==> src/sv/tcw_pkg.sv <==
package tcw_pkg;

    // Default screen geometry
    localparam int unsigned DEF_COLUMNS = 80;
    localparam int unsigned DEF_ROWS    = 25;

    // Fixed field widths
    localparam int unsigned CH_W   = 8;
    localparam int unsigned ATTR_W = 8;
    localparam int unsigned IDX_W  = 11;
    localparam int unsigned OCOL_W = 7;
    localparam int unsigned OROW_W = 5;
    localparam int unsigned OADR_W = 11;
    localparam int unsigned CELL_W = CH_W + ATTR_W;

    // Character codes
    localparam logic [CH_W-1:0]   SPACE_CHAR      = 8'h20;
    localparam logic [CH_W-1:0]   LINE_FEED       = 8'h0A;
    localparam logic [CH_W-1:0]   CARRIAGE_RETURN = 8'h0D;
    localparam logic [ATTR_W-1:0] RESET_ATTR      = 8'h07;

    // Request opcodes
    localparam logic OP_PUT  = 1'b0;
    localparam logic OP_READ = 1'b1;

    typedef struct packed {
        logic              opcode;
        logic [CH_W-1:0]   char_code;
        logic [ATTR_W-1:0] char_attribute;
        logic [IDX_W-1:0]  cell_index;
    } t_in_req;

    typedef struct packed {
        logic [OCOL_W-1:0] cursor_column;
        logic [OROW_W-1:0] cursor_row;
        logic [OADR_W-1:0] cursor_address;
        logic [CELL_W-1:0] read_cell;
        logic              scrolled;
    } t_out_rsp;

    // Microprogram steps
    typedef enum logic [7:0] {
        S_IDLE = 8'b0000_0001,
        S_RD   = 8'b0000_0010,
        S_PUT  = 8'b0000_0100,
        S_CLR  = 8'b0000_1000,
        S_MV   = 8'b0001_0000,
        S_DRN  = 8'b0010_0000,
        S_FILL = 8'b0100_0000,
        S_FIN  = 8'b1000_0000
    } t_step;

    typedef enum logic [2:0] {
        M_NONE,
        M_CLR,
        M_PUT,
        M_MOVE,
        M_FILL
    } t_mem_op;

    typedef enum logic [1:0] {
        CN_HOLD,
        CN_INC,
        CN_LD_MOVE,
        CN_LD_FILL
    } t_cnt_op;

    typedef enum logic [1:0] {
        C_NONE,
        C_ACC,
        C_CNT_END,
        C_SCROLL
    } t_cond;

    typedef struct packed {
        logic    ready;
        logic    wait_out;
        logic    emit;
        logic    scr;
        logic    rd_res;
        logic    cur_upd;
        t_mem_op mem;
        t_cnt_op cnt;
        t_cond   cond;
        t_step   jump;
        t_step   nxt;
    } t_uword;

    // Status from the datapath to the sequencer
    typedef struct packed {
        logic accept;
        logic opcode;
        logic cnt_end;
        logic scroll;
        logic slot_free;
    } t_seq_cond;

    // Commands from the sequencer to the datapath, already gated
    typedef struct packed {
        logic    ready;
        logic    emit;
        logic    scr;
        logic    rd_res;
        logic    cur_upd;
        t_mem_op mem;
        t_cnt_op cnt;
    } t_ucmd;

    // Control store
    function automatic t_uword ucode(input t_step step);
        t_uword w;
        w = '{ready: 1'b0, wait_out: 1'b0, emit: 1'b0, scr: 1'b0, rd_res: 1'b0,
              cur_upd: 1'b0, mem: M_NONE, cnt: CN_HOLD, cond: C_NONE,
              jump: S_IDLE, nxt: S_IDLE};
        unique case (step)
            S_IDLE: begin
                w.ready = 1'b1;
                w.cond  = C_ACC;
            end
            S_RD: begin
                w.wait_out = 1'b1;
                w.emit     = 1'b1;
                w.rd_res   = 1'b1;
            end
            S_PUT: begin
                w.wait_out = 1'b1;
                w.emit     = 1'b1;
                w.cur_upd  = 1'b1;
                w.mem      = M_PUT;
                w.cnt      = CN_LD_MOVE;
                w.cond     = C_SCROLL;
                w.jump     = S_MV;
            end
            S_CLR: begin
                w.mem  = M_CLR;
                w.cnt  = CN_INC;
                w.cond = C_CNT_END;
                w.jump = S_IDLE;
                w.nxt  = S_CLR;
            end
            S_MV: begin
                w.mem  = M_MOVE;
                w.cnt  = CN_INC;
                w.cond = C_CNT_END;
                w.jump = S_DRN;
                w.nxt  = S_MV;
            end
            S_DRN: begin
                w.cnt = CN_LD_FILL;
                w.nxt = S_FILL;
            end
            S_FILL: begin
                w.mem  = M_FILL;
                w.cnt  = CN_INC;
                w.cond = C_CNT_END;
                w.jump = S_FIN;
                w.nxt  = S_FILL;
            end
            S_FIN: begin
                w.wait_out = 1'b1;
                w.emit     = 1'b1;
                w.scr      = 1'b1;
            end
            default: begin
                w.nxt = S_IDLE;
            end
        endcase
        return w;
    endfunction

endpackage

==> src/sv/tcw_seq.sv <==
module tcw_seq (
    input  logic               i_clk,
    input  logic               i_rst_n,
    input  tcw_pkg::t_seq_cond i_cond,
    output tcw_pkg::t_ucmd     o_cmd
);
    import tcw_pkg::*;

    t_step  r_step;
    t_step  n_step;
    t_uword uw;
    logic   go;
    logic   take;

    assign uw = ucode(r_step);

    // A step that hands over a response waits for the output slot
    assign go = !(uw.wait_out && !i_cond.slot_free);

    always_comb begin
        unique case (uw.cond)
            C_CNT_END: take = i_cond.cnt_end;
            C_SCROLL:  take = i_cond.scroll;
            default:   take = 1'b0;
        endcase
    end

    // Next step: hold, dispatch, jump or fall through
    always_comb begin
        if (!go) begin
            n_step = r_step;
        end else if (uw.cond == C_ACC) begin
            if (!i_cond.accept) begin
                n_step = r_step;
            end else if (i_cond.opcode == OP_READ) begin
                n_step = S_RD;
            end else begin
                n_step = S_PUT;
            end
        end else if (take) begin
            n_step = uw.jump;
        end else begin
            n_step = uw.nxt;
        end
    end

    always_ff @(posedge i_clk) begin
        if (!i_rst_n) begin
            r_step <= S_CLR;
        end else begin
            r_step <= n_step;
        end
    end

    // Commands are suppressed while the step waits, and emit also when the step jumps
    always_comb begin
        o_cmd.ready   = uw.ready;
        o_cmd.emit    = uw.emit && go && !take;
        o_cmd.scr     = uw.scr;
        o_cmd.rd_res  = uw.rd_res;
        o_cmd.cur_upd = uw.cur_upd && go;
        o_cmd.mem     = go ? uw.mem : M_NONE;
        o_cmd.cnt     = go ? uw.cnt : CN_HOLD;
    end
endmodule

==> config.mk <==
export PLATFORM = sky130hd
export DESIGN_NAME = tcw_seq
export DESIGN_NICKNAME = d
export VERILOG_FILES = /design/src/sv/tcw_pkg.sv /design/src/sv/tcw_seq.sv
export SDC_FILE = /design/constraint.sdc
export NUM_CORES = 1
export LEC_CHECK = 0
export BUFFER_PORTS_ARGS = -buffer_cell sky130_fd_sc_hd__buf_4
export CORE_MARGIN = 10
export CORE_UTILIZATION = 45
export CTS_BUF_LIST = sky130_fd_sc_hd__clkbuf_4
export DETAILED_ROUTE_END_ITERATION = 10
export PLACE_DENSITY = 0.72
export SLEW_MARGIN = 30
export SYNTH_ARGS = -nofsm -noshare
export SYNTH_HDL_FRONTEND = slang
export SYNTH_SLANG_ARGS = --single-unit
==> constraint.sdc <==
create_clock -name i_clk -period 5.2 [get_ports i_clk]
set_input_delay 0.26 -clock i_clk [delete_from_list [all_inputs] [get_ports i_clk]]
set_output_delay 0.26 -clock i_clk [all_outputs]
set_load 0.01 [all_outputs]
==> out/results.ini, run 1 <==
[run_status]
status=finished, final reports clean

[logic_synthesis]
synthMuxAreaShare=0
yosys.area.top_type_share=0.223
ys_seq_area_frac=0.223
syn_area_per_cell_sq_um=8.37
synth_xor_area_frac=0.0730
synthTopCellsByArea=dfxtp_1, nor2_1, xnor2_1
yosysUniqueCellTypes=39
synth-seq-cells=8
yosysTopAreaCell=dfxtp_1
yosys_most_used_dff=dfxtp_1
syn_area_sq_um=719
synth_top_family_by_area=simple AND/OR/NAND/NOR gates
synthCells=86
yosys_warnings=0
synth_edf_count=0
synthSimpleGateAreaFrac=0.372
synth-compound-area-share=0.210
synth_fa_ha_area_frac=0
syn_nets=93
async_reset_ff_frac=0

[clock_network]
cts_buffers=3
post-cts-setup-buffer-count=0
worstSkewPairLatency_ns=0.27
h-tree-depth=1
ctsHoldBuffers=0
cts_tree=yes
path_clk_slew_ns=0.06
clockBufferDepth=2
cts_resized=0
cts-root-buf=clkbuf_4
cts.sinks=8

[finish]
largest_reg_flops=8
top_regs=r_step (8)
drive_gt1_frac=0.313
regMostFlops=r_step
layout_common_cells=buf_4, nor2_1, dfxtp_1, inv_1
final_common_cell=buf_4
fillerInstances=145
ff_latch_area_sq_um=160
stdcell_area_sq_um=817
nets=108
multi_input_comb_area_sq_um=472
areaGrowthSynthToFinish_pct=13.6
antenna_cells=0

[job]
drv_cap=0

[floorplan]
row_count=14
die_h_microns=60.0
die_w_microns=60.0
dieArea_sq_um=3600
pin_count=17
core-area_sq_um=1510
initial_core_util=0.478

[timing]
finalCritPeriodShare=0.467
slew_headroom=0.647
period_minus_slack_ns=2.43
tightest_slew_ns=0.529
rsz0062_at_grt=no
fmax_mhz=412
skew_ns=0.0116
maxSlewViolCount=0
tns_ns=0
hold_viol=0
setup_violations=0

[drt]
finalWirelength_mm=1.81
antenna_left=0
vias=708
first_pass_iters=4
wl_per_cell_microns=15.7
vias_per_cell=6.16
route.detailed.drc=0
drtIter0Drc=19

[grt]
gr-total-overflow=0
grt_pass1_wl_mm=2.96
grt_max_degree=15
grtUsageTotal=0.105
antenna_found_initial=0
grt_pass1_vias=671

[worst_hold_path]
worstHoldPathType=primary input to flop

[setup_path]
crit_arrival_ns=2.17
crit_start=r_step[4]
cp_max_fo=14
worst_setup_path_end_kind=primary output
crit_end=o_cmd[8]
r2r_cells=5
rrSetupSlack_ns=3.23
crit_required_ns=4.94
crit-reg2reg-launch=r_step[4]
reg2reg_to=r_step[6]
crit_type=flop to primary output
critPathLaunchType=flop

[placement]
place_area_sq_um=795
port_buffers=16
gp_congestion=0.805
dp_hpwl_mm=1.42

[power]
p_per_area_nw_per_um2=245
peakVddDrop_v=0.000163
cellLeakagePower_nw=0.349

-- how the worst min path moves through the flow --
stage | slack [ns] | from | cells past startpoint | to
after CTS | 0.24 | i_rst_n | 2 | r_step[3]
after floorplan | 0.34 | i_rst_n | 1 | r_step[3]
after global placement | 0.50 | i_rst_n | 2 | r_step[3]
after global routing | 0.27 | i_rst_n | 2 | r_step[3]
final | 0.24 | i_rst_n | 2 | r_step[3]
after detailed placement | 0.50 | i_rst_n | 2 | r_step[3]
-- synthesized netlist by cell type, types with 3 or more instances --
cell,instances
nand2_1,3
xnor2_1,4
o21ai_0,3
dfxtp_1,8
and2_1,3
nor2_1,12
nand4_1,4
nor4_1,3
inv_1,6
-- worst max-delay path, stage by stage (launching register included) --
cell     delay (ns)
dfxtp_1        0.47
or3_1          0.41
or4_4          0.52
and2_4         0.17
nor3_1         0.17
buf_4          0.15
-- per-layer routing --
metal  GRT usage  routed length, microns
met5           0                       0
met4      0.0673                      36
met3      0.0360                     133
met2       0.147                     800
met1       0.132                     840
-- cells by family after synthesis --
kind of cell / count (synthesis)
AOI/OAI and AO/OA: 17
xor gates and xnor gates: 6
buffers and inverters: 12
DFF: 8
and+or+nand+nor: 43
-- power breakdown --
| group | internal (mW) | switching [mW] |
|---|---|---|
| logic | 0.0353 | 0.0395 |
| clock network | 0.0266 | 0.0234 |
| registers | 0.0655 | 0.00998 |
| total | 0.127 | 0.0728 |
-- metrics by stage --
stage / power, mW / hold slack, ns / setup WS [ns] / std cells / util
after floorplan: 0.130 / 0.336 / 3.21 / 86 / -
final: 0.200 / 0.239 / 2.77 / 115 / 0.542
after global placement: 0.150 / 0.501 / 3.10 / 112 / 0.527
after CTS: 0.201 / 0.237 / 2.75 / 115 / 0.542
after global routing: 0.209 / 0.268 / 2.72 / 115 / 0.542
after detailed placement: 0.151 / 0.503 / 3.05 / 112 / 0.527
-- cell type report --
cell class,instances,share of cell area
Clock buffer,3,0.0276
Multi-Input combinational cell,66,0.577
Inverter,6,0.0276
Timing Repair Buffer,16,0.147
Sequential cell,8,0.196
Tap cell,16,0.0245
(Power assumes the default switching activity.)
==> run 2: changes to the inputs <==
==> constraint.sdc (replaced) <==
create_clock -name i_clk -period 2.3 [get_ports i_clk]
set_input_delay 0.115 -clock i_clk [delete_from_list [all_inputs] [get_ports i_clk]]
set_output_delay 0.115 -clock i_clk [all_outputs]
set_load 0.01 [all_outputs]
==> run 2 against run 1 <==
Clock-buffer cell count unchanged; total power increased by 130%; combinational power increased by 140%; non-clock buffer count increased by 1; first-iteration DRC count decreased by 16%; global-route usage increased by 1.0 points; register-to-register slack got worse by 2.9 ns; largest cell class unchanged; largest power group is now combinational cells; highest routed layer unchanged.
==> out/results.ini, run 2 (same netlist as run 1, synthesis figures left out) <==
[timing]
period_minus_slack_ns=2.20
finalCritPeriodShare=0.958
tightest_slew_ns=0.417  ; -0.112 ns
layout_setup_ws_ns=0.0965  ; -2.67 ns
hold_viol=0  ; unchanged
rsz0062_at_grt=no
skew_ns=0.00597  ; -0.00566 ns
maxSlewViolCount=0  ; unchanged
tns_ns=0  ; unchanged
slew_headroom=0.722  ; +0.0748
setup_violations=0  ; unchanged
fmax_mhz=454

[clock_network]
worstSkewPairLatency_ns=0.26  ; about the same
post-cts-setup-buffer-count=0  ; unchanged
clockBufferDepth=2  ; unchanged
h-tree-depth=1  ; unchanged
cts_tree=yes
cts-root-buf=clkbuf_4
ctsHoldBuffers=0  ; unchanged
cts_buffers=3  ; unchanged
cts.sinks=8  ; unchanged
path_clk_slew_ns=0.05  ; about the same

[placement]
placed_cells=113  ; +0.89%
port_buffers=16  ; unchanged
gp_congestion=0.957  ; +19%
dp_hpwl_mm=1.47  ; +3.3%
place_area_sq_um=802  ; +0.94%
place_ws_ns=0.375  ; -2.68 ns

[finish]
regMostFlops=r_step
stdcell_area_sq_um=826  ; +1.1%
fillerInstances=140  ; -3.4%
layout_common_cells=buf_4, nor2_1, dfxtp_1, inv_1
antenna_cells=0  ; unchanged
fin_cells=116  ; +0.87%
multi_input_comb_area_sq_um=472  ; unchanged
top_regs=r_step (8)
final_common_cell=buf_4
drive_gt1_frac=0.330  ; +0.0169
areaGrowthSynthToFinish_pct=14.8
ff_latch_area_sq_um=161  ; +0.78%
largest_reg_flops=8  ; unchanged
nets=109  ; +0.93%

[drt]
route.detailed.drc=0  ; unchanged
antenna_left=0  ; unchanged
drtIter0Drc=16  ; -3
first_pass_iters=4  ; unchanged
vias_per_cell=6.02  ; -2.3%
vias=698  ; -1.4%
finalWirelength_mm=1.84  ; +1.7%
wl_per_cell_microns=15.9  ; +0.78%

[floorplan]
dieArea_sq_um=3600  ; unchanged
die_w_microns=60.0  ; unchanged
core-area_sq_um=1510  ; unchanged
row_count=14  ; unchanged
die_h_microns=60.0  ; unchanged
pin_count=17  ; unchanged
initial_core_util=0.478  ; unchanged

[grt]
antenna_found_initial=0  ; unchanged
grt_pass1_wl_mm=3.18  ; +7.4%
grtUsageTotal=0.115  ; +0.0101
grt_pass1_vias=672  ; +0.15%
gr-total-overflow=0  ; unchanged
grt_max_degree=12  ; -3

[job]
drv_cap=0  ; unchanged

[setup_path]
path_cells=or3_1, or4_4, and2_4, nor3_1, buf_4
worst_setup_path_end_kind=primary output
crit_arrival_ns=2.09  ; -0.08 ns
cp_max_fo=8  ; -6
crit_required_ns=2.18  ; -2.76 ns
crit_type=flop to primary output
crit_start=r_step[3]
crit_end=o_cmd[8]
critPathLaunchType=flop
rrSetupSlack_ns=0.37  ; -2.86 ns
r2r_cells=6  ; +1
crit-reg2reg-launch=r_step[3]
reg2reg_to=r_step[4]
cp_slowest_cell=or4_4
critPathMaxStageDelay_ns=0.53  ; about the same

[power]
p_per_area_nw_per_um2=549  ; +120%
total_power_mw=0.454  ; +130%
cellLeakagePower_nw=0.355  ; +1.7%
peakVddDrop_v=0.000327  ; +100%

[run_status]
status=finished, final reports clean

[worst_hold_path]
worstHoldPathType=primary input to flop

[run 2: cell count changes in the layout (fill, tap and decap cells not counted)]
cell     before  now
dfxtp_1       8    7
dfxtp_2       0    1
buf_4        16   17
[run 2: worst min path at each step]
stage | from | end | cells past startpoint
after floorplan | i_rst_n | r_step[3] | 1
after global placement | i_rst_n | r_step[3] | 2
after detailed placement | i_rst_n | r_step[3] | 2
after CTS | i_rst_n | r_step[3] | 2
after global routing | i_rst_n | r_step[3] | 2
final | i_rst_n | r_step[3] | 2
[run 2: per-stage QoR]
step	util	hold WS, ns
2_1_floorplan	-	0.191
3_3_place_gp	0.532	0.359
3_5_place_dp	0.532	0.358
4_1_cts	0.547	0.0941
5_1_grt	0.548	0.113
6_report	0.548	0.0971
[run 2: timing repair]
item / in CTS / in global routing
resized for setup: 0 / 1
hold endpoints to repair: 0 / 0
setup endpoints to repair: 0 / 1
[run 2: critical path: cells and delay by family, from the launching register on]
kind          cells  cell delay, ns
buf+inv           1            0.16
flops             1            0.39
simple gates      4            1.28
[run 2: area by class of cell]
class                           count  share of cell area
Timing Repair Buffer               17               0.155
Clock buffer                        3              0.0273
Sequential cell                     8               0.195
Tap cell                           16              0.0242
Inverter                            6              0.0273
Multi-Input combinational cell     66               0.571
[run 2: where the power goes]
group	leakage [nW]	internal [mW]	switching, mW
combinational	0.275	0.0822	0.0954
clock	0.0138	0.0599	0.0506
sequential	0.0658	0.148	0.0174
total	0.355	0.290	0.163
[run 2: per-layer routing]
| layer | up-vias | routed length (microns) | GRT usage |
|---|---|---|---|
| met2 | 30 | 749 | 0.151 |
| met3 | 7 | 158 | 0.0551 |
| met5 | - | 0 | 0 |
| li1 | 342 | - | - |
| met1 | 319 | 877 | 0.143 |
| met4 | 0 | 55 | 0.0737 |
==> run 3: changes to the inputs <==
--- a/config.mk
+++ b/config.mk
@@ -6,11 +6,13 @@
 export NUM_CORES = 1
 export LEC_CHECK = 0
 export BUFFER_PORTS_ARGS = -buffer_cell sky130_fd_sc_hd__buf_4
+export CELL_PAD_IN_SITES_DETAIL_PLACEMENT = 0
+export CELL_PAD_IN_SITES_GLOBAL_PLACEMENT = 1
 export CORE_MARGIN = 10
-export CORE_UTILIZATION = 45
+export CORE_UTILIZATION = 40
 export CTS_BUF_LIST = sky130_fd_sc_hd__clkbuf_4
 export DETAILED_ROUTE_END_ITERATION = 10
-export PLACE_DENSITY = 0.72
+export PLACE_DENSITY = 0.84
 export SLEW_MARGIN = 30
 export SYNTH_ARGS = -nofsm -noshare
 export SYNTH_HDL_FRONTEND = slang
==> run 3 against run 2 <==
Clock power hardly changed; highest routed layer unchanged; sequential share of layout area is 0.72 points lower; clock skew is 0.0037 ns lower; routed wire length is 5.0% higher; setup slack better by 0.017 ns; die area is 8.2% higher; final cell count is 9.5% higher.
==> out/results.ini, run 3 (same netlist as run 1, synthesis figures left out) <==
[timing]
skew_ns=0.00225  ; -0.00373 ns
tns_ns=0  ; unchanged
finalCritPeriodShare=0.951  ; -0.00739
setup_violations=0  ; unchanged
period_minus_slack_ns=2.19  ; -0.0170 ns
layout_setup_ws_ns=0.114  ; +0.0170 ns
maxSlewViolCount=0  ; unchanged
hold_viol=0  ; unchanged
fmax_mhz=457  ; +0.78%
slew_headroom=0.716  ; -0.00543
tightest_slew_ns=0.425  ; +0.00814 ns
rsz0062_at_grt=no

[setup_path]
critPathLaunchType=flop
path_cells=or2_2, or4_4, and2_4, nor3_1, buf_4
worst_setup_path_end_kind=primary output
crit_arrival_ns=2.07  ; -0.02 ns
crit_type=flop to primary output
path_buf_inv=1  ; unchanged
cp_slowest_cell=or4_4
critPathMaxStageDelay_ns=0.57  ; +0.04 ns
crit_required_ns=2.18  ; about the same
critPathTopFamily=simple AND/OR/NAND/NOR gates
cp_max_fo=8  ; unchanged

[grt]
grt_pass1_vias=676  ; +0.60%
antenna_found_initial=0  ; unchanged
grt_max_degree=12  ; unchanged
gr-total-overflow=0  ; unchanged
grtUsageTotal=0.103  ; -0.0123
grt_pass1_wl_mm=3.26  ; +2.6%

[floorplan]
die_w_microns=62.4  ; +4.0%
core-area_sq_um=1710  ; +13%
pin_count=17  ; unchanged
row_count=15  ; +1
dieArea_sq_um=3900  ; +8.2%
initial_core_util=0.421  ; -0.0563
die_h_microns=62.4  ; +4.0%

[run_status]
status=finished, final reports clean

[finish]
antenna_cells=0  ; unchanged
areaGrowthSynthToFinish_pct=18.3
largest_reg_flops=8  ; unchanged
final_common_cell=buf_4
fillerInstances=166  ; +19%
regMostFlops=r_step
postLayoutCoreUtil=0.498  ; -0.0500
layout_common_cells=buf_4, nor2_1, dfxtp_1, inv_1
top_regs=r_step (8)
drive_gt1_frac=0.333  ; +0.00333
nets=111  ; +1.8%

[power]
cellLeakagePower_nw=0.365  ; +2.8%
p_comb_frac=0.409  ; +0.017
power.internal_mw=0.296  ; +2.1%
total_power_mw=0.459  ; +1.1%
p_switching_mw=0.162  ; -0.64%
seqPwrFrac=0.354  ; -0.011
power_frac_clock=0.236  ; -0.008
switching_share=0.354  ; -0.00634
peakVddDrop_v=0.000310  ; -5.3%
p_per_area_nw_per_um2=539  ; -1.8%

[clock_network]
clockBufferDepth=2  ; unchanged
cts.sinks=8  ; unchanged
cts-root-buf=clkbuf_4
ctsHoldBuffers=0  ; unchanged
worstSkewPairLatency_ns=0.26  ; about the same
cts_buffers=3  ; unchanged
h-tree-depth=1  ; unchanged
post-cts-setup-buffer-count=0  ; unchanged
cts_tree=yes
cts_resized=0  ; unchanged
path_clk_slew_ns=0.05  ; about the same

[drt]
finalWirelength_mm=1.93  ; +5.0%
vias=694  ; -0.57%
wl_per_cell_microns=15.2  ; -4.1%
vias_per_cell=5.46  ; -9.2%
antenna_left=0  ; unchanged
route.detailed.drc=0  ; unchanged
drtIter0Drc=18  ; +2
first_pass_iters=4  ; unchanged

[placement]
port_buffers=16  ; unchanged
dp_hpwl_mm=1.58  ; +7.9%
place_ws_ns=0.399  ; +0.0241 ns
gp_congestion=0.974  ; +1.8%

[worst_hold_path]
worstHoldPathType=primary input to flop

[job]
drv_cap=0  ; unchanged

run 3: area by class of cell:
class | count | area (sq um) | share of cell area
Sequential cell | 8 | 160 | 0.188
Multi-Input combinational cell | 66 | 472 | 0.554
Timing Repair Buffer | 19 | 143 | 0.168
Inverter | 6 | 22.5 | 0.0265
Tap cell | 25 | 31.3 | 0.0368
Clock buffer | 3 | 22.5 | 0.0265
run 3: path summary, 6_finish.rpt:
check | from | endpoint | cells past startpoint | slack (ns)
setup / recovery | r_step[6] | o_cmd[8] | 5 | 0.11
hold / removal | i_rst_n | r_step[2] | 2 | 0.13
setup reg to reg | r_step[6] | r_step[6] | 5 | 0.43
hold reg to reg | r_step[4] | r_step[5] | 3 | 0.63
run 3: per-stage QoR:
step,std cells,area [sq um],hold slack [ns]
after CTS,127,851,0.122
final,127,851,0.128
after global routing,127,851,0.122
after global placement,124,828,0.391
after detailed placement,124,828,0.390
after floorplan,86,719,0.191
run 3: layer usage:
layer | wire length (microns) | GRT usage | vias up
li1 | - | - | 341
met1 | 878 | 0.122 | 326
met2 | 900 | 0.155 | 22
met3 | 103 | 0.0341 | 5
met4 | 50 | 0.0642 | 0
met5 | 0 | 0 | -
run 3: power by group through the flow:
| stage | clock network (mW) | registers (mW) | logic (mW) |
|---|---|---|---|
| after CTS | 0.112 | 0.162 | 0.189 |
| after global placement | 0 | 0.165 | 0.187 |
| final | 0.108 | 0.163 | 0.188 |
| after floorplan | 0 | 0.159 | 0.136 |
| after detailed placement | 0 | 0.165 | 0.188 |
| after global routing | 0.120 | 0.165 | 0.204 |
